<file path="config.mk">
export PLATFORM = sky130hd
export DESIGN_NAME = catmull_rom_path_spline_flat
export DESIGN_NICKNAME = d
export VERILOG_FILES = /design/src/sv/crs_pkg.sv /design/src/sv/crs_ifs.sv /design/src/sv/catmull_rom_path_spline.sv /design/src/sv/crs_mac.sv /design/src/sv/crs_div.sv /design/src/sv/crs_atan.sv /design/src/flat_wrapper.sv
export SDC_FILE = /design/constraint.sdc
export NUM_CORES = 2
export LEC_CHECK = 0
export CORE_ASPECT_RATIO = 0.7
export CORE_MARGIN = 2
export CORE_UTILIZATION = 60
export CTS_CLUSTER_SIZE = 10
export DETAILED_ROUTE_END_ITERATION = 8
export DONT_BUFFER_PORTS = 1
export PLACE_DENSITY = 0.87
export SYNTH_ARGS = -nofsm -noshare
export SYNTH_HDL_FRONTEND = slang
export SYNTH_SLANG_ARGS = --single-unit
export TNS_END_PERCENT = 100
</file>
<file path="constraint.sdc">
create_clock -name clk -period 14.1 [get_ports clk]
set_input_delay 2.82 -clock clk [delete_from_list [all_inputs] [get_ports clk]]
set_output_delay 2.82 -clock clk [all_outputs]
set_load 0.05 [all_outputs]
</file>
<file path="src/sv/crs_pkg.sv">
// Shared types, widths and constants of the Catmull-Rom path sampler.
// No dependencies; every other file but crs_check references it by scoped names.
package crs_pkg;

  localparam int COORD_W      = 16;
  localparam int HEAD_W       = 16;
  localparam int STEPS_W      = 5;
  localparam int MAX_STEPS    = 16;
  localparam int STEPS_RESET  = 10;
  localparam int K_W          = 4;
  localparam int R2_W         = 9;
  localparam int COEF_W       = 20;
  localparam int FAC_W        = 13;
  localparam int PROD_W       = COEF_W + FAC_W + 1;
  localparam int ACC_W        = 36;
  localparam int DEN_W        = FAC_W + 1;
  localparam int MAG_W        = 33;
  localparam int REM_W        = DEN_W + 1;
  localparam int CNT_W        = 6;
  localparam int NORM_W       = 30;
  localparam int CORD_W       = 33;
  localparam int ANG_W        = 25;
  localparam int CORDIC_STEPS = 20;
  localparam int TERMS        = 14;

  localparam logic signed [ANG_W-1:0] ANG_PI      = 25'sd3294199;
  localparam logic signed [ANG_W-1:0] ANG_HALF_PI = 25'sd1647099;
  localparam logic signed [ANG_W-1:0] ANG_ROUND   = 25'sd128;

  typedef enum logic [1:0] {ACC_X, ACC_Z, ACC_DX, ACC_DZ} acc_sel_t;

  typedef struct packed {
    logic signed [COEF_W-1:0] q1;
    logic signed [COEF_W-1:0] a;
    logic signed [COEF_W-1:0] b;
    logic signed [COEF_W-1:0] c;
  } coef_t;

  typedef struct packed {
    coef_t x;
    coef_t z;
  } coef_xz_t;

  typedef struct packed {
    logic [FAC_W-1:0] r3;
    logic [FAC_W-1:0] kr2;
    logic [FAC_W-1:0] k2r;
    logic [FAC_W-1:0] k3;
    logic [FAC_W-1:0] r2;
    logic [FAC_W-1:0] kr_x2;
    logic [FAC_W-1:0] k2_x3;
  } fac_t;

  typedef struct packed {
    logic signed [ACC_W-1:0] nx;
    logic signed [ACC_W-1:0] nz;
    logic signed [ACC_W-1:0] dx;
    logic signed [ACC_W-1:0] dz;
  } mac_res_t;

  function automatic logic signed [ANG_W-1:0] atan_step(input logic [4:0] i);
    logic signed [ANG_W-1:0] v;
    case (i)
      5'd0:    v = 25'sd823550;
      5'd1:    v = 25'sd486170;
      5'd2:    v = 25'sd256879;
      5'd3:    v = 25'sd130396;
      5'd4:    v = 25'sd65451;
      5'd5:    v = 25'sd32757;
      5'd6:    v = 25'sd16383;
      5'd7:    v = 25'sd8192;
      5'd8:    v = 25'sd4096;
      5'd9:    v = 25'sd2048;
      5'd10:   v = 25'sd1024;
      5'd11:   v = 25'sd512;
      5'd12:   v = 25'sd256;
      5'd13:   v = 25'sd128;
      5'd14:   v = 25'sd64;
      5'd15:   v = 25'sd32;
      5'd16:   v = 25'sd16;
      5'd17:   v = 25'sd8;
      5'd18:   v = 25'sd4;
      5'd19:   v = 25'sd2;
      default: v = '0;
    endcase
    return v;
  endfunction

endpackage

</file>
<file path="src/sv/crs_ifs.sv">
// Valid/ready channel interfaces: waypoint input, sample output, config write.
// Depends on crs_pkg for field widths.
interface crs_in_if;
  logic                                 valid;
  logic                                 ready;
  logic signed [crs_pkg::COORD_W-1:0]   point_x;
  logic signed [crs_pkg::COORD_W-1:0]   point_z;
  logic signed [crs_pkg::HEAD_W-1:0]    heading_in;
  logic                                 path_end;
  modport source(output valid, point_x, point_z, heading_in, path_end, input ready);
  modport sink(input valid, point_x, point_z, heading_in, path_end, output ready);
endinterface

interface crs_out_if;
  logic                                 valid;
  logic                                 ready;
  logic signed [crs_pkg::COORD_W-1:0]   out_x;
  logic signed [crs_pkg::COORD_W-1:0]   out_z;
  logic signed [crs_pkg::HEAD_W-1:0]    out_heading;
  logic                                 run_last;
  modport source(output valid, out_x, out_z, out_heading, run_last, input ready);
  modport sink(input valid, out_x, out_z, out_heading, run_last, output ready);
endinterface

interface crs_cfg_if;
  logic                                 valid;
  logic                                 ready;
  logic [crs_pkg::STEPS_W-1:0]          segment_steps;
  modport source(output valid, segment_steps, input ready);
  modport sink(input valid, segment_steps, output ready);
endinterface

</file>
<file path="src/sv/catmull_rom_path_spline.sv">
// Catmull-Rom path sampler top level: waypoint window, sequencer, output register.
// Depends on crs_pkg, crs_ifs, crs_mac, crs_div, crs_atan.
// Waypoints stream in one per transfer; points without path_end among the first three
// are stored in the window. From the fourth point on, each waypoint produces one to three
// segments of segment_steps samples (0 acts as 1, above 16 as 16). For each sample the
// shared multiplier builds the numerators, then the bit-serial divider runs alongside
// the normalizer and 20-step CORDIC (longest for a short derivative vector), then the
// output transfer follows; the first sample of a segment first builds the coefficients.
// Short paths (path_end before the fourth point) are echoed back point by point. The
// input is not ready while an item is in work.
module catmull_rom_path_spline (
  input logic      clk,
  input logic      rst_n,
  crs_in_if.sink   in_ch,
  crs_out_if.source out_ch,
  crs_cfg_if.sink  cfg_ch
);

  typedef enum logic [5:0] {
    ST_IDLE = 6'b000001,
    ST_ECHO = 6'b000010,
    ST_SEG  = 6'b000100,
    ST_MAC  = 6'b001000,
    ST_WAIT = 6'b010000,
    ST_HOLD = 6'b100000
  } st_t;

  localparam logic [1:0] SEG_HEAD = 2'd0;
  localparam logic [1:0] SEG_MID  = 2'd1;
  localparam logic [1:0] SEG_TAIL = 2'd2;

  st_t                                state_r, state_nxt;
  logic [crs_pkg::STEPS_W-1:0]        steps_r;
  logic [2:0]                         ps_r;
  logic signed [crs_pkg::COORD_W-1:0] wx_r [3];
  logic signed [crs_pkg::COORD_W-1:0] wz_r [3];
  logic signed [crs_pkg::HEAD_W-1:0]  wh_r [3];
  logic signed [crs_pkg::COORD_W-1:0] nx_r, nz_r;
  logic signed [crs_pkg::HEAD_W-1:0]  nh_r;
  logic                               nend_r;
  logic [crs_pkg::STEPS_W-1:0]        r_r;
  logic [crs_pkg::R2_W-1:0]           r2_r;
  logic [crs_pkg::FAC_W-1:0]          r3_r;
  logic [1:0]                         s_r, s_last_r, e_r, ep_r;
  logic [crs_pkg::K_W-1:0]            k_r;
  logic                               echo_r;
  crs_pkg::coef_xz_t                  coef_r;
  logic signed [crs_pkg::COORD_W-1:0] ox_r, oz_r;
  logic signed [crs_pkg::HEAD_W-1:0]  oh_r;
  logic                               ol_r;

  logic in_valid_w, in_ready_w, out_valid_w, out_ready_w, out_last_w, cfg_valid_w, cfg_ready_w;
  logic in_fire, out_fire, start_spline, k_end, samp_last;
  logic [crs_pkg::STEPS_W-1:0]        rc;
  logic [2*crs_pkg::STEPS_W-1:0]      r2_full;
  logic [crs_pkg::R2_W+crs_pkg::STEPS_W-1:0] r3_full;
  logic signed [crs_pkg::COORD_W-1:0] qx [4];
  logic signed [crs_pkg::COORD_W-1:0] qz [4];
  logic [7:0]                         k2;
  crs_pkg::fac_t                      fac;
  crs_pkg::mac_res_t                  mres;
  logic                               mac_done, div_done, at_done;
  logic signed [crs_pkg::COORD_W-1:0] dq_x, dq_z;
  logic signed [crs_pkg::HEAD_W-1:0]  at_head;

  function automatic crs_pkg::coef_t mk_coef(
    input logic signed [crs_pkg::COORD_W-1:0] p0, p1, p2, p3
  );
    crs_pkg::coef_t c;
    logic signed [crs_pkg::COEF_W-1:0] e0, e1, e2, e3;
    e0   = crs_pkg::COEF_W'(p0);
    e1   = crs_pkg::COEF_W'(p1);
    e2   = crs_pkg::COEF_W'(p2);
    e3   = crs_pkg::COEF_W'(p3);
    c.q1 = e1;
    c.a  = e2 - e0;
    c.b  = (e0 <<< 1) - (e1 <<< 2) - e1 + (e2 <<< 2) - e3;
    c.c  = -e0 + (e1 <<< 1) + e1 - (e2 <<< 1) - e2 + e3;
    return c;
  endfunction

  assign in_valid_w    = in_ch.valid;
  assign in_ready_w    = (state_r == ST_IDLE);
  assign in_ch.ready   = in_ready_w;
  assign out_valid_w   = (state_r == ST_HOLD);
  assign out_ready_w   = out_ch.ready;
  assign out_last_w    = ol_r;
  assign cfg_valid_w   = cfg_ch.valid;
  assign cfg_ready_w   = 1'b1;
  assign cfg_ch.ready  = cfg_ready_w;
  assign out_ch.valid  = out_valid_w;
  assign out_ch.out_x  = ox_r;
  assign out_ch.out_z  = oz_r;
  assign out_ch.out_heading = oh_r;
  assign out_ch.run_last    = ol_r;

  assign in_fire      = in_valid_w & in_ready_w;
  assign out_fire     = out_valid_w & out_ready_w;
  assign start_spline = !((ps_r < 3'd3) && !in_ch.path_end);
  assign k_end        = ({1'b0, k_r} == (r_r - 1'b1));
  assign samp_last    = k_end && (s_r == s_last_r);

  always_comb begin
    if (steps_r == '0)                                     rc = 5'd1;
    else if (steps_r > crs_pkg::STEPS_W'(crs_pkg::MAX_STEPS)) rc = crs_pkg::STEPS_W'(crs_pkg::MAX_STEPS);
    else                                                   rc = steps_r;
    r2_full = rc * rc;
    r3_full = r2_full[crs_pkg::R2_W-1:0] * rc;
  end

  always_comb begin
    k2        = k_r * k_r;
    fac.r3    = r3_r;
    fac.r2    = crs_pkg::FAC_W'(r2_r);
    fac.kr2   = crs_pkg::FAC_W'(k_r) * crs_pkg::FAC_W'(r2_r);
    fac.k2r   = crs_pkg::FAC_W'(k2) * crs_pkg::FAC_W'(r_r);
    fac.k3    = crs_pkg::FAC_W'(k2) * crs_pkg::FAC_W'(k_r);
    fac.kr_x2 = (crs_pkg::FAC_W'(k_r) * crs_pkg::FAC_W'(r_r)) << 1;
    fac.k2_x3 = crs_pkg::FAC_W'({k2, 1'b0}) + crs_pkg::FAC_W'(k2);
  end

  always_comb begin
    case (s_r)
      SEG_HEAD: begin
        qx[0] = wx_r[0]; qx[1] = wx_r[0]; qx[2] = wx_r[1]; qx[3] = wx_r[2];
        qz[0] = wz_r[0]; qz[1] = wz_r[0]; qz[2] = wz_r[1]; qz[3] = wz_r[2];
      end
      SEG_MID: begin
        qx[0] = wx_r[0]; qx[1] = wx_r[1]; qx[2] = wx_r[2]; qx[3] = nx_r;
        qz[0] = wz_r[0]; qz[1] = wz_r[1]; qz[2] = wz_r[2]; qz[3] = nz_r;
      end
      default: begin
        qx[0] = wx_r[1]; qx[1] = wx_r[2]; qx[2] = nx_r; qx[3] = nx_r;
        qz[0] = wz_r[1]; qz[1] = wz_r[2]; qz[2] = nz_r; qz[3] = nz_r;
      end
    endcase
  end

  crs_mac u_mac (
    .clk   (clk),
    .rst_n (rst_n),
    .run   (state_r == ST_MAC),
    .coef  (coef_r),
    .fac   (fac),
    .done  (mac_done),
    .res   (mres)
  );

  crs_div u_div (
    .clk   (clk),
    .rst_n (rst_n),
    .run   (state_r == ST_WAIT),
    .num_x (mres.nx),
    .num_z (mres.nz),
    .den   ({r3_r, 1'b0}),
    .done  (div_done),
    .q_x   (dq_x),
    .q_z   (dq_z)
  );

  crs_atan u_atan (
    .clk     (clk),
    .rst_n   (rst_n),
    .run     (state_r == ST_WAIT),
    .vx      (mres.dx),
    .vy      (-mres.dz),
    .done    (at_done),
    .heading (at_head)
  );

  always_comb begin
    state_nxt = state_r;
    case (state_r)
      ST_IDLE: if (in_fire && start_spline) state_nxt = (ps_r < 3'd3) ? ST_ECHO : ST_SEG;
      ST_ECHO: state_nxt = ST_HOLD;
      ST_SEG:  state_nxt = ST_MAC;
      ST_MAC:  if (mac_done) state_nxt = ST_WAIT;
      ST_WAIT: if (div_done && at_done) state_nxt = ST_HOLD;
      ST_HOLD: begin
        if (out_fire) begin
          if (ol_r)        state_nxt = ST_IDLE;
          else if (echo_r) state_nxt = ST_ECHO;
          else if (k_end)  state_nxt = ST_SEG;
          else             state_nxt = ST_MAC;
        end
      end
      default: state_nxt = ST_IDLE;
    endcase
  end

  always_ff @(posedge clk) begin
    if (!rst_n) begin
      state_r <= ST_IDLE;
      steps_r <= crs_pkg::STEPS_W'(crs_pkg::STEPS_RESET);
      ps_r    <= '0;
    end else begin
      state_r <= state_nxt;
      if (cfg_valid_w && cfg_ready_w) steps_r <= cfg_ch.segment_steps;
      if (state_r == ST_IDLE && in_fire && !start_spline) ps_r <= ps_r + 3'd1;
      if (out_fire && ol_r) ps_r <= (echo_r || nend_r) ? 3'd0 : 3'd4;
    end
  end

  always_ff @(posedge clk) begin
    case (state_r)
      ST_IDLE: begin
        if (in_fire) begin
          if (!start_spline) begin
            wx_r[ps_r[1:0]] <= in_ch.point_x;
            wz_r[ps_r[1:0]] <= in_ch.point_z;
            wh_r[ps_r[1:0]] <= in_ch.heading_in;
          end else begin
            nx_r     <= in_ch.point_x;
            nz_r     <= in_ch.point_z;
            nh_r     <= in_ch.heading_in;
            nend_r   <= in_ch.path_end;
            r_r      <= rc;
            r2_r     <= r2_full[crs_pkg::R2_W-1:0];
            r3_r     <= r3_full[crs_pkg::FAC_W-1:0];
            echo_r   <= (ps_r < 3'd3);
            e_r      <= '0;
            ep_r     <= ps_r[1:0];
            k_r      <= '0;
            s_r      <= (ps_r == 3'd3) ? SEG_HEAD : SEG_MID;
            s_last_r <= in_ch.path_end ? SEG_TAIL : SEG_MID;
          end
        end
      end
      ST_ECHO: begin
        if (e_r == ep_r) begin
          ox_r <= nx_r; oz_r <= nz_r; oh_r <= nh_r; ol_r <= 1'b1;
        end else begin
          ox_r <= wx_r[e_r]; oz_r <= wz_r[e_r]; oh_r <= wh_r[e_r]; ol_r <= 1'b0;
        end
      end
      ST_SEG: begin
        coef_r.x <= mk_coef(qx[0], qx[1], qx[2], qx[3]);
        coef_r.z <= mk_coef(qz[0], qz[1], qz[2], qz[3]);
      end
      ST_WAIT: begin
        if (div_done && at_done) begin
          ox_r <= dq_x; oz_r <= dq_z; oh_r <= at_head; ol_r <= samp_last;
        end
      end
      ST_HOLD: begin
        if (out_fire) begin
          if (ol_r) begin
            if (!echo_r) begin
              wx_r[0] <= wx_r[1]; wx_r[1] <= wx_r[2]; wx_r[2] <= nx_r;
              wz_r[0] <= wz_r[1]; wz_r[1] <= wz_r[2]; wz_r[2] <= nz_r;
              wh_r[0] <= wh_r[1]; wh_r[1] <= wh_r[2]; wh_r[2] <= nh_r;
            end
          end else if (echo_r) begin
            e_r <= e_r + 2'd1;
          end else if (k_end) begin
            k_r <= '0;
            s_r <= s_r + 2'd1;
          end else begin
            k_r <= k_r + 1'b1;
          end
        end
      end
      default: ol_r <= ol_r;
    endcase
  end

endmodule

</file>
<file path="src/sv/crs_mac.sv">
// Shared multiplier with four accumulators: position and derivative numerators.
// Depends on crs_pkg.
module crs_mac (
  input  logic                clk,
  input  logic                rst_n,
  input  logic                run,
  input  crs_pkg::coef_xz_t   coef,
  input  crs_pkg::fac_t       fac,
  output logic                done,
  output crs_pkg::mac_res_t   res
);

  logic [3:0]                          m_r;
  logic                                pv_r;
  logic signed [crs_pkg::COEF_W-1:0]   op_a;
  logic [crs_pkg::FAC_W-1:0]           op_b;
  crs_pkg::acc_sel_t                   sel;
  logic                                dbl;
  crs_pkg::acc_sel_t                   sel_r;
  logic                                dbl_r;
  logic signed [crs_pkg::PROD_W-1:0]   prod_r;
  logic signed [crs_pkg::ACC_W-1:0]    addend;

  always_comb begin
    op_a = coef.x.q1;
    op_b = fac.r3;
    sel  = crs_pkg::ACC_X;
    dbl  = 1'b0;
    case (m_r)
      4'd0:  begin op_a = coef.x.q1; op_b = fac.r3;    sel = crs_pkg::ACC_X;  dbl = 1'b1; end
      4'd1:  begin op_a = coef.x.a;  op_b = fac.kr2;   sel = crs_pkg::ACC_X;  end
      4'd2:  begin op_a = coef.x.b;  op_b = fac.k2r;   sel = crs_pkg::ACC_X;  end
      4'd3:  begin op_a = coef.x.c;  op_b = fac.k3;    sel = crs_pkg::ACC_X;  end
      4'd4:  begin op_a = coef.z.q1; op_b = fac.r3;    sel = crs_pkg::ACC_Z;  dbl = 1'b1; end
      4'd5:  begin op_a = coef.z.a;  op_b = fac.kr2;   sel = crs_pkg::ACC_Z;  end
      4'd6:  begin op_a = coef.z.b;  op_b = fac.k2r;   sel = crs_pkg::ACC_Z;  end
      4'd7:  begin op_a = coef.z.c;  op_b = fac.k3;    sel = crs_pkg::ACC_Z;  end
      4'd8:  begin op_a = coef.x.a;  op_b = fac.r2;    sel = crs_pkg::ACC_DX; end
      4'd9:  begin op_a = coef.x.b;  op_b = fac.kr_x2; sel = crs_pkg::ACC_DX; end
      4'd10: begin op_a = coef.x.c;  op_b = fac.k2_x3; sel = crs_pkg::ACC_DX; end
      4'd11: begin op_a = coef.z.a;  op_b = fac.r2;    sel = crs_pkg::ACC_DZ; end
      4'd12: begin op_a = coef.z.b;  op_b = fac.kr_x2; sel = crs_pkg::ACC_DZ; end
      4'd13: begin op_a = coef.z.c;  op_b = fac.k2_x3; sel = crs_pkg::ACC_DZ; end
      default: begin op_a = '0; op_b = '0; sel = crs_pkg::ACC_X; end
    endcase
  end

  assign addend = dbl_r ? (crs_pkg::ACC_W'(prod_r) <<< 1) : crs_pkg::ACC_W'(prod_r);
  assign done   = (m_r == 4'd15);

  always_ff @(posedge clk) begin
    if (!rst_n) begin
      m_r  <= '0;
      pv_r <= 1'b0;
    end else if (!run) begin
      m_r  <= '0;
      pv_r <= 1'b0;
    end else begin
      if (m_r != 4'd15) m_r <= m_r + 4'd1;
      pv_r <= (m_r < 4'(crs_pkg::TERMS));
    end
  end

  always_ff @(posedge clk) begin
    prod_r <= op_a * $signed({1'b0, op_b});
    sel_r  <= sel;
    dbl_r  <= dbl;
    if (!run) begin
      res <= '0;
    end else if (pv_r) begin
      case (sel_r)
        crs_pkg::ACC_X:  res.nx <= res.nx + addend;
        crs_pkg::ACC_Z:  res.nz <= res.nz + addend;
        crs_pkg::ACC_DX: res.dx <= res.dx + addend;
        crs_pkg::ACC_DZ: res.dz <= res.dz + addend;
        default:         res.nx <= res.nx;
      endcase
    end
  end

endmodule

</file>
<file path="src/sv/crs_div.sv">
// Two-lane restoring divider, one quotient bit per cycle, truncating toward
// zero with 16-bit saturation. Depends on crs_pkg.
module crs_div (
  input  logic                                clk,
  input  logic                                rst_n,
  input  logic                                run,
  input  logic signed [crs_pkg::ACC_W-1:0]    num_x,
  input  logic signed [crs_pkg::ACC_W-1:0]    num_z,
  input  logic [crs_pkg::DEN_W-1:0]           den,
  output logic                                done,
  output logic signed [crs_pkg::COORD_W-1:0]  q_x,
  output logic signed [crs_pkg::COORD_W-1:0]  q_z
);

  logic [crs_pkg::CNT_W-1:0]          cnt_r;
  logic [crs_pkg::MAG_W-1:0]          mag_r [2];
  logic [crs_pkg::MAG_W-1:0]          quo_r [2];
  logic [crs_pkg::REM_W-2:0]          rem_r [2];
  logic                               neg_r [2];
  logic signed [crs_pkg::ACC_W-1:0]   num   [2];
  logic signed [crs_pkg::ACC_W-1:0]   absn  [2];
  logic [crs_pkg::REM_W-1:0]          trial [2];
  logic [crs_pkg::REM_W-1:0]          diff  [2];
  logic                               fits  [2];
  logic signed [crs_pkg::MAG_W:0]     sq    [2];
  logic signed [crs_pkg::COORD_W-1:0] sat   [2];

  localparam logic signed [crs_pkg::MAG_W:0] SAT_HI = (1 <<< (crs_pkg::COORD_W - 1)) - 1;
  localparam logic signed [crs_pkg::MAG_W:0] SAT_LO = -(1 <<< (crs_pkg::COORD_W - 1));

  assign num[0] = num_x;
  assign num[1] = num_z;
  assign done   = (cnt_r == crs_pkg::CNT_W'(crs_pkg::MAG_W));

  always_comb begin
    for (int l = 0; l < 2; l++) begin
      absn[l]  = num[l][crs_pkg::ACC_W-1] ? -num[l] : num[l];
      trial[l] = {rem_r[l], mag_r[l][crs_pkg::MAG_W-1]};
      fits[l]  = (trial[l] >= crs_pkg::REM_W'(den));
      diff[l]  = trial[l] - crs_pkg::REM_W'(den);
      sq[l]    = neg_r[l] ? -$signed({1'b0, quo_r[l]}) : $signed({1'b0, quo_r[l]});
      if (sq[l] > SAT_HI)      sat[l] = SAT_HI[crs_pkg::COORD_W-1:0];
      else if (sq[l] < SAT_LO) sat[l] = SAT_LO[crs_pkg::COORD_W-1:0];
      else                     sat[l] = sq[l][crs_pkg::COORD_W-1:0];
    end
  end

  assign q_x = sat[0];
  assign q_z = sat[1];

  always_ff @(posedge clk) begin
    if (!rst_n) begin
      cnt_r <= '0;
    end else if (!run) begin
      cnt_r <= '0;
    end else if (!done) begin
      cnt_r <= cnt_r + 1'b1;
    end
  end

  always_ff @(posedge clk) begin
    for (int l = 0; l < 2; l++) begin
      if (!run) begin
        mag_r[l] <= absn[l][crs_pkg::MAG_W-1:0];
        quo_r[l] <= '0;
        rem_r[l] <= '0;
        neg_r[l] <= num[l][crs_pkg::ACC_W-1];
      end else if (!done) begin
        mag_r[l] <= mag_r[l] << 1;
        quo_r[l] <= {quo_r[l][crs_pkg::MAG_W-2:0], fits[l]};
        rem_r[l] <= fits[l] ? diff[l][crs_pkg::REM_W-2:0]
                            : trial[l][crs_pkg::REM_W-2:0];
      end
    end
  end

endmodule

</file>
<file path="src/sv/crs_atan.sv">
// Heading unit: normalizing shifter then a 20-step vectoring CORDIC, one
// step per cycle; gives pi/2 - atan2(vy, vx) in Q4.12. Depends on crs_pkg.
module crs_atan (
  input  logic                               clk,
  input  logic                               rst_n,
  input  logic                               run,
  input  logic signed [crs_pkg::ACC_W-1:0]   vx,
  input  logic signed [crs_pkg::ACC_W-1:0]   vy,
  output logic                               done,
  output logic signed [crs_pkg::HEAD_W-1:0]  heading
);

  typedef enum logic [3:0] {
    AT_LOAD = 4'b0001,
    AT_NORM = 4'b0010,
    AT_ITER = 4'b0100,
    AT_DONE = 4'b1000
  } at_state_t;

  at_state_t                          state_r;
  logic [crs_pkg::NORM_W-1:0]         ax_r, ay_r;
  logic                               xneg_r, yneg_r, yzero_r;
  logic signed [crs_pkg::CORD_W-1:0]  x_r, y_r;
  logic signed [crs_pkg::ANG_W-1:0]   z_r;
  logic [4:0]                         i_r;
  logic signed [crs_pkg::ACC_W-1:0]   absx, absy;
  logic signed [crs_pkg::CORD_W-1:0]  ymag, ysh, dxs, dys;
  logic signed [crs_pkg::ANG_W-1:0]   ang, hsum;

  always_comb begin
    absx = vx[crs_pkg::ACC_W-1] ? -vx : vx;
    absy = vy[crs_pkg::ACC_W-1] ? -vy : vy;
    ymag = y_r[crs_pkg::CORD_W-1] ? -y_r : y_r;
    ysh  = ymag >>> i_r;
    dxs  = y_r[crs_pkg::CORD_W-1] ? -ysh : ysh;
    dys  = x_r >>> i_r;
    if (yzero_r) begin
      ang = xneg_r ? -crs_pkg::ANG_PI : '0;
    end else begin
      ang = xneg_r ? (crs_pkg::ANG_PI - z_r) : z_r;
      if (yneg_r) ang = -ang;
    end
    hsum    = crs_pkg::ANG_HALF_PI - ang + crs_pkg::ANG_ROUND;
    heading = hsum[crs_pkg::HEAD_W+7:8];
  end

  assign done = (state_r == AT_DONE);

  always_ff @(posedge clk) begin
    if (!rst_n || !run) begin
      state_r <= AT_LOAD;
    end else begin
      case (state_r)
        AT_LOAD: state_r <= (vy == '0) ? AT_DONE : AT_NORM;
        AT_NORM: if ((ax_r[crs_pkg::NORM_W-1] | ay_r[crs_pkg::NORM_W-1])) state_r <= AT_ITER;
        AT_ITER: if (i_r == 5'(crs_pkg::CORDIC_STEPS - 1)) state_r <= AT_DONE;
        AT_DONE: state_r <= AT_DONE;
        default: state_r <= AT_LOAD;
      endcase
    end
  end

  always_ff @(posedge clk) begin
    case (state_r)
      AT_LOAD: begin
        ax_r    <= absx[crs_pkg::NORM_W-1:0];
        ay_r    <= absy[crs_pkg::NORM_W-1:0];
        xneg_r  <= vx[crs_pkg::ACC_W-1];
        yneg_r  <= vy[crs_pkg::ACC_W-1];
        yzero_r <= (vy == '0);
        i_r     <= '0;
        z_r     <= '0;
      end
      AT_NORM: begin
        if ((ax_r[crs_pkg::NORM_W-1] | ay_r[crs_pkg::NORM_W-1])) begin
          x_r <= crs_pkg::CORD_W'(ax_r);
          y_r <= crs_pkg::CORD_W'(ay_r);
        end else begin
          ax_r <= ax_r << 1;
          ay_r <= ay_r << 1;
        end
      end
      AT_ITER: begin
        i_r <= i_r + 5'd1;
        if (!y_r[crs_pkg::CORD_W-1]) begin
          x_r <= x_r + dxs;
          y_r <= y_r - dys;
          z_r <= z_r + crs_pkg::atan_step(i_r);
        end else begin
          x_r <= x_r - dxs;
          y_r <= y_r + dys;
          z_r <= z_r - crs_pkg::atan_step(i_r);
        end
      end
      default: z_r <= z_r;
    endcase
  end

endmodule

</file>
<file path="src/flat_wrapper.sv">
// flat-port wrapper written by rule: the top's interface ports become plain ports
module catmull_rom_path_spline_flat 
  (clk, rst_n, in_ch_valid, in_ch_point_x, in_ch_point_z, in_ch_heading_in, in_ch_path_end, in_ch_ready, out_ch_valid, out_ch_out_x, out_ch_out_z, out_ch_out_heading, out_ch_run_last, out_ch_ready, cfg_ch_valid, cfg_ch_segment_steps, cfg_ch_ready);
  crs_in_if in_ch_i ();
  crs_out_if out_ch_i ();
  crs_cfg_if cfg_ch_i ();
  input logic clk;
  input logic rst_n;
  input wire logic [$bits(in_ch_i.valid)-1:0] in_ch_valid;
  input wire logic [$bits(in_ch_i.point_x)-1:0] in_ch_point_x;
  input wire logic [$bits(in_ch_i.point_z)-1:0] in_ch_point_z;
  input wire logic [$bits(in_ch_i.heading_in)-1:0] in_ch_heading_in;
  input wire logic [$bits(in_ch_i.path_end)-1:0] in_ch_path_end;
  output wire logic [$bits(in_ch_i.ready)-1:0] in_ch_ready;
  output wire logic [$bits(out_ch_i.valid)-1:0] out_ch_valid;
  output wire logic [$bits(out_ch_i.out_x)-1:0] out_ch_out_x;
  output wire logic [$bits(out_ch_i.out_z)-1:0] out_ch_out_z;
  output wire logic [$bits(out_ch_i.out_heading)-1:0] out_ch_out_heading;
  output wire logic [$bits(out_ch_i.run_last)-1:0] out_ch_run_last;
  input wire logic [$bits(out_ch_i.ready)-1:0] out_ch_ready;
  input wire logic [$bits(cfg_ch_i.valid)-1:0] cfg_ch_valid;
  input wire logic [$bits(cfg_ch_i.segment_steps)-1:0] cfg_ch_segment_steps;
  output wire logic [$bits(cfg_ch_i.ready)-1:0] cfg_ch_ready;
  assign in_ch_i.valid = in_ch_valid;
  assign in_ch_i.point_x = in_ch_point_x;
  assign in_ch_i.point_z = in_ch_point_z;
  assign in_ch_i.heading_in = in_ch_heading_in;
  assign in_ch_i.path_end = in_ch_path_end;
  assign in_ch_ready = in_ch_i.ready;
  assign out_ch_valid = out_ch_i.valid;
  assign out_ch_out_x = out_ch_i.out_x;
  assign out_ch_out_z = out_ch_i.out_z;
  assign out_ch_out_heading = out_ch_i.out_heading;
  assign out_ch_run_last = out_ch_i.run_last;
  assign out_ch_i.ready = out_ch_ready;
  assign cfg_ch_i.valid = cfg_ch_valid;
  assign cfg_ch_i.segment_steps = cfg_ch_segment_steps;
  assign cfg_ch_ready = cfg_ch_i.ready;
  catmull_rom_path_spline u_core (.clk(clk), .rst_n(rst_n), .in_ch(in_ch_i), .out_ch(out_ch_i), .cfg_ch(cfg_ch_i));
endmodule
</file>
==> impl_metrics.json <==
{
  "port_buffers": 0,
  "slowest_delay_ns": 0.83,
  "clock.fmax_mhz": 84.6,
  "start_util_pct": 60.5,
  "tightestPinTransition_ns": 1.33,
  "die_x_um": 473,
  "synth_edf_count": 791,
  "dieArea_sq_mm": 0.157,
  "grt_pass1_wl_um": 442000,
  "status": "finished, final reports clean",
  "yosysMostFrequentCell": "nand2_1",
  "synthArstFlopShare_pct": 0,
  "detail-route-antenna-nets": 0,
  "min_period_ns": 11.82,
  "holdBufCountCts": 0,
  "grt_usage_pct": 35.6,
  "filler_cell_count": 11700,
  "yosysUniqueCellTypes": 105,
  "use_met2_pct": 49.7,
  "critPathKind": "reg -> reg",
  "start_kind": "flip-flop",
  "synth_area_leaders": "edfxtp_1 (26%), fa_1 (12%), ha_1 (8.0%), nand2_1 (6.0%), dfxtp_1 (5.0%)",
  "dp_hpwl_um": 213000,
  "synthAdderAreaFrac_pct": 19.9,
  "synthCells": 10200,
  "synth_compound_area_share_pct": 15.5,
  "grt_util_met3_pct": 12.1,
  "pin_count": 111,
  "cap_violations": 0,
  "hold_class": "reg -> reg",
  "vias_per_cell": 6.58,
  "layout.cells.non_filler": 12100,
  "setup-tns-final_ns": 0,
  "cts_setup_buffers": 0,
  "gp_congestion": 1.00,
  "met1_usage_pct": 52.5,
  "clock_sinks": 1024,
  "synth_top_cell_by_area": "edfxtp_1",
  "dp.cells": 11800,
  "seq_area_frac_synth_pct": 30.7,
  "gr-max-usage-layer": "met1",
  "drt_first_pass_iters": 9,
  "synth_common_cells": "nand2_1 (1,490), inv_1 (857), edfxtp_1 (791), nor2_1 (754), o21ai_0 (621)",
  "yosys_most_used_dff": "edfxtp_1",
  "cts_tree": "yes",
  "synth_top_area_share_pct": 25.7,
  "arrival_ns": 12.48,
  "ys_warn_count": 0,
  "num_rows": 120,
  "synth-seq-cells": 1024,
  "end_kind": "flip-flop",
  "antenna_found_initial": 19,
  "ctsHtreeMaxLevel": 3,
  "required_ns": 14.76,
  "route.detailed.drc": 0,
  "path_max_fanout": 26,
  "drt_iter0_drc": 11600,
  "core_sq_mm": 0.153,
  "grt_pass1_vias": 76300,
  "grt_max_degree": 151,
  "crit_slowest_cell": "fa_1",
  "setup_ws_ns": 2.28,
  "drv_slew": 0,
  "routedWlPerCell_um": 23.7,
  "synth_top_family_by_area": "adder cells",
  "wl_um": 286000,
  "root_buffer": "clkbuf_16",
  "synthMuxAreaShare_pct": 4.71,
  "grt_remaining_overflow": 0,
  "cts_resized": 0,
  "cts_buffers": 116,
  "syn_to_final_growth_pct": 5.94,
  "syn-cell-area_sq_mm": 0.0925,
  "num-nets-final": 11100,
  "setup_viol": 0,
  "skew_ns": 0.103,
  "synth_simple_gate_area_share_pct": 17.2,
  "relSlewSlack_pct": 11.4,
  "syn_area_per_cell_sq_um": 9.11,
  "rsz0062_at_grt": "false",
  "path_clk_slew_ns": 0.06,
  "crit_top_cell": "fa_1",
  "synth_xor_xnor_area_share_pct": 6.53,
  "drive_above_1_share_pct": 5.62,
  "period_share_pct": 83.8,
  "place_ws_ns": 2.49,
  "vias": 79400,
  "finalHoldViolations": 0,
  "die_h_um": 333,
  "clk_latency_ns": 0.83,
  "cts_max_path_buffers": 3,
  "utilization_pct": 64.1
}
==> layer usage <==
layer | routed length, um | vias up
li1 | - | 35200
met1 | 118000 | 38300
met2 | 117000 | 5282
met3 | 42700 | 676
met4 | 7840 | 14
met5 | 99 | -
==> area by class of cell <==
class / count / area (sq um) / share of cell area, %
Sequential cell: 1024 / 28400 / 29.0
Clock buffer: 195 / 3260 / 3.33
Antenna cell: 16 / 40.0 / 0.0408
Clock inverter: 14 / 262 / 0.267
Timing Repair Buffer: 124 / 956 / 0.975
Tap cell: 2013 / 2520 / 2.57
Multi-Input combinational cell: 7816 / 59300 / 60.5
Inverter: 860 / 3230 / 3.29
==> cells in the final DEF, fill, tap and decap left out, drive strengths merged, types with 36 or more instances in the layout <==
cell and instances:
a31oi 62, ha 595, nand3 161, and2 170
nand2b 92, inv 859, mux2 92, nor2b 81
or3 115, mux2i 145, o21ai 626, nor3 170
o21bai 54, nor4 84, clkbuf 195, a211oi 74
nand2 1490, dfxtp 233, o21a 61, buf 124
a21boi 63, a21o 178, xor2 287, or2 36
fa 550, mux4 83, nand4 54, o31ai 74
a21oi 533, xnor2 402, and3 78, nor2 754
or4 41, edfxtp 791, a22o 100, a22oi 47
o211ai 46
==> stage by stage <==
stage | hold slack, ns | cell area, sq um
floorplan | 0.406 | 92600
global placement | 0.443 | 94500
detailed placement | 0.452 | 94500
CTS | 0.462 | 98000
global route | 0.481 | 98000
finish | 0.463 | 98000
==> cell families after synthesis <==
family / Yosys count
other cells: 2
mux: 320
simple gates: 3431
compound gates: 2220
fa+ha+maj: 1145
flops: 1024
xor+xnor: 689
buf+inv: 1330
==> final timing paths <==
check	slack, ns	cells past startpoint	to	start
setup / recovery	2.28	43	u_core.u_mac.prod_r[33]$_DFF_P_	u_core.k_r[1]$_SDFFCE_PP0P_
hold / removal	0.46	2	u_core.u_mac.res[141]$_SDFFE_PN0P_	u_core.u_mac.res[141]$_SDFFE_PN0P_
setup reg to reg	2.28	43	u_core.u_mac.prod_r[33]$_DFF_P_	u_core.k_r[1]$_SDFFCE_PP0P_
hold reg to reg	0.46	2	u_core.u_mac.res[141]$_SDFFE_PN0P_	u_core.u_mac.res[141]$_SDFFE_PN0P_
==> state kept, by name, summed over array words and instances (netlist names), 24 cells and up, named ones only <==
signal / flops
u_core.u_div.rem_r: 28
u_core.wx_r: 64
u_core.u_atan.y_r: 33
u_core.wh_r: 64
u_core.u_div.quo_r: 66
u_core.u_mac.prod_r: 34
u_core.u_mac.res: 144
u_core.u_atan.x_r: 33
u_core.u_atan.ax_r: 30
u_core.u_atan.z_r: 24
u_core.u_div.mag_r: 66
u_core.coef_r: 146
u_core.u_atan.ay_r: 30
u_core.wz_r: 64
==> critical path, delay by kind of cell (launching register included) <==
kind / cells / cell delay, ns
fa+ha+maj: 12 / 5.78
xor+xnor: 2 / 0.23
flops: 1 / 0.32
simple gates: 8 / 1.57
compound gates: 12 / 2.58
buf+inv: 9 / 1.18
Power is not shown: default switching activity piles up to over one toggle a cycle in this logic, so the estimate is an artifact.
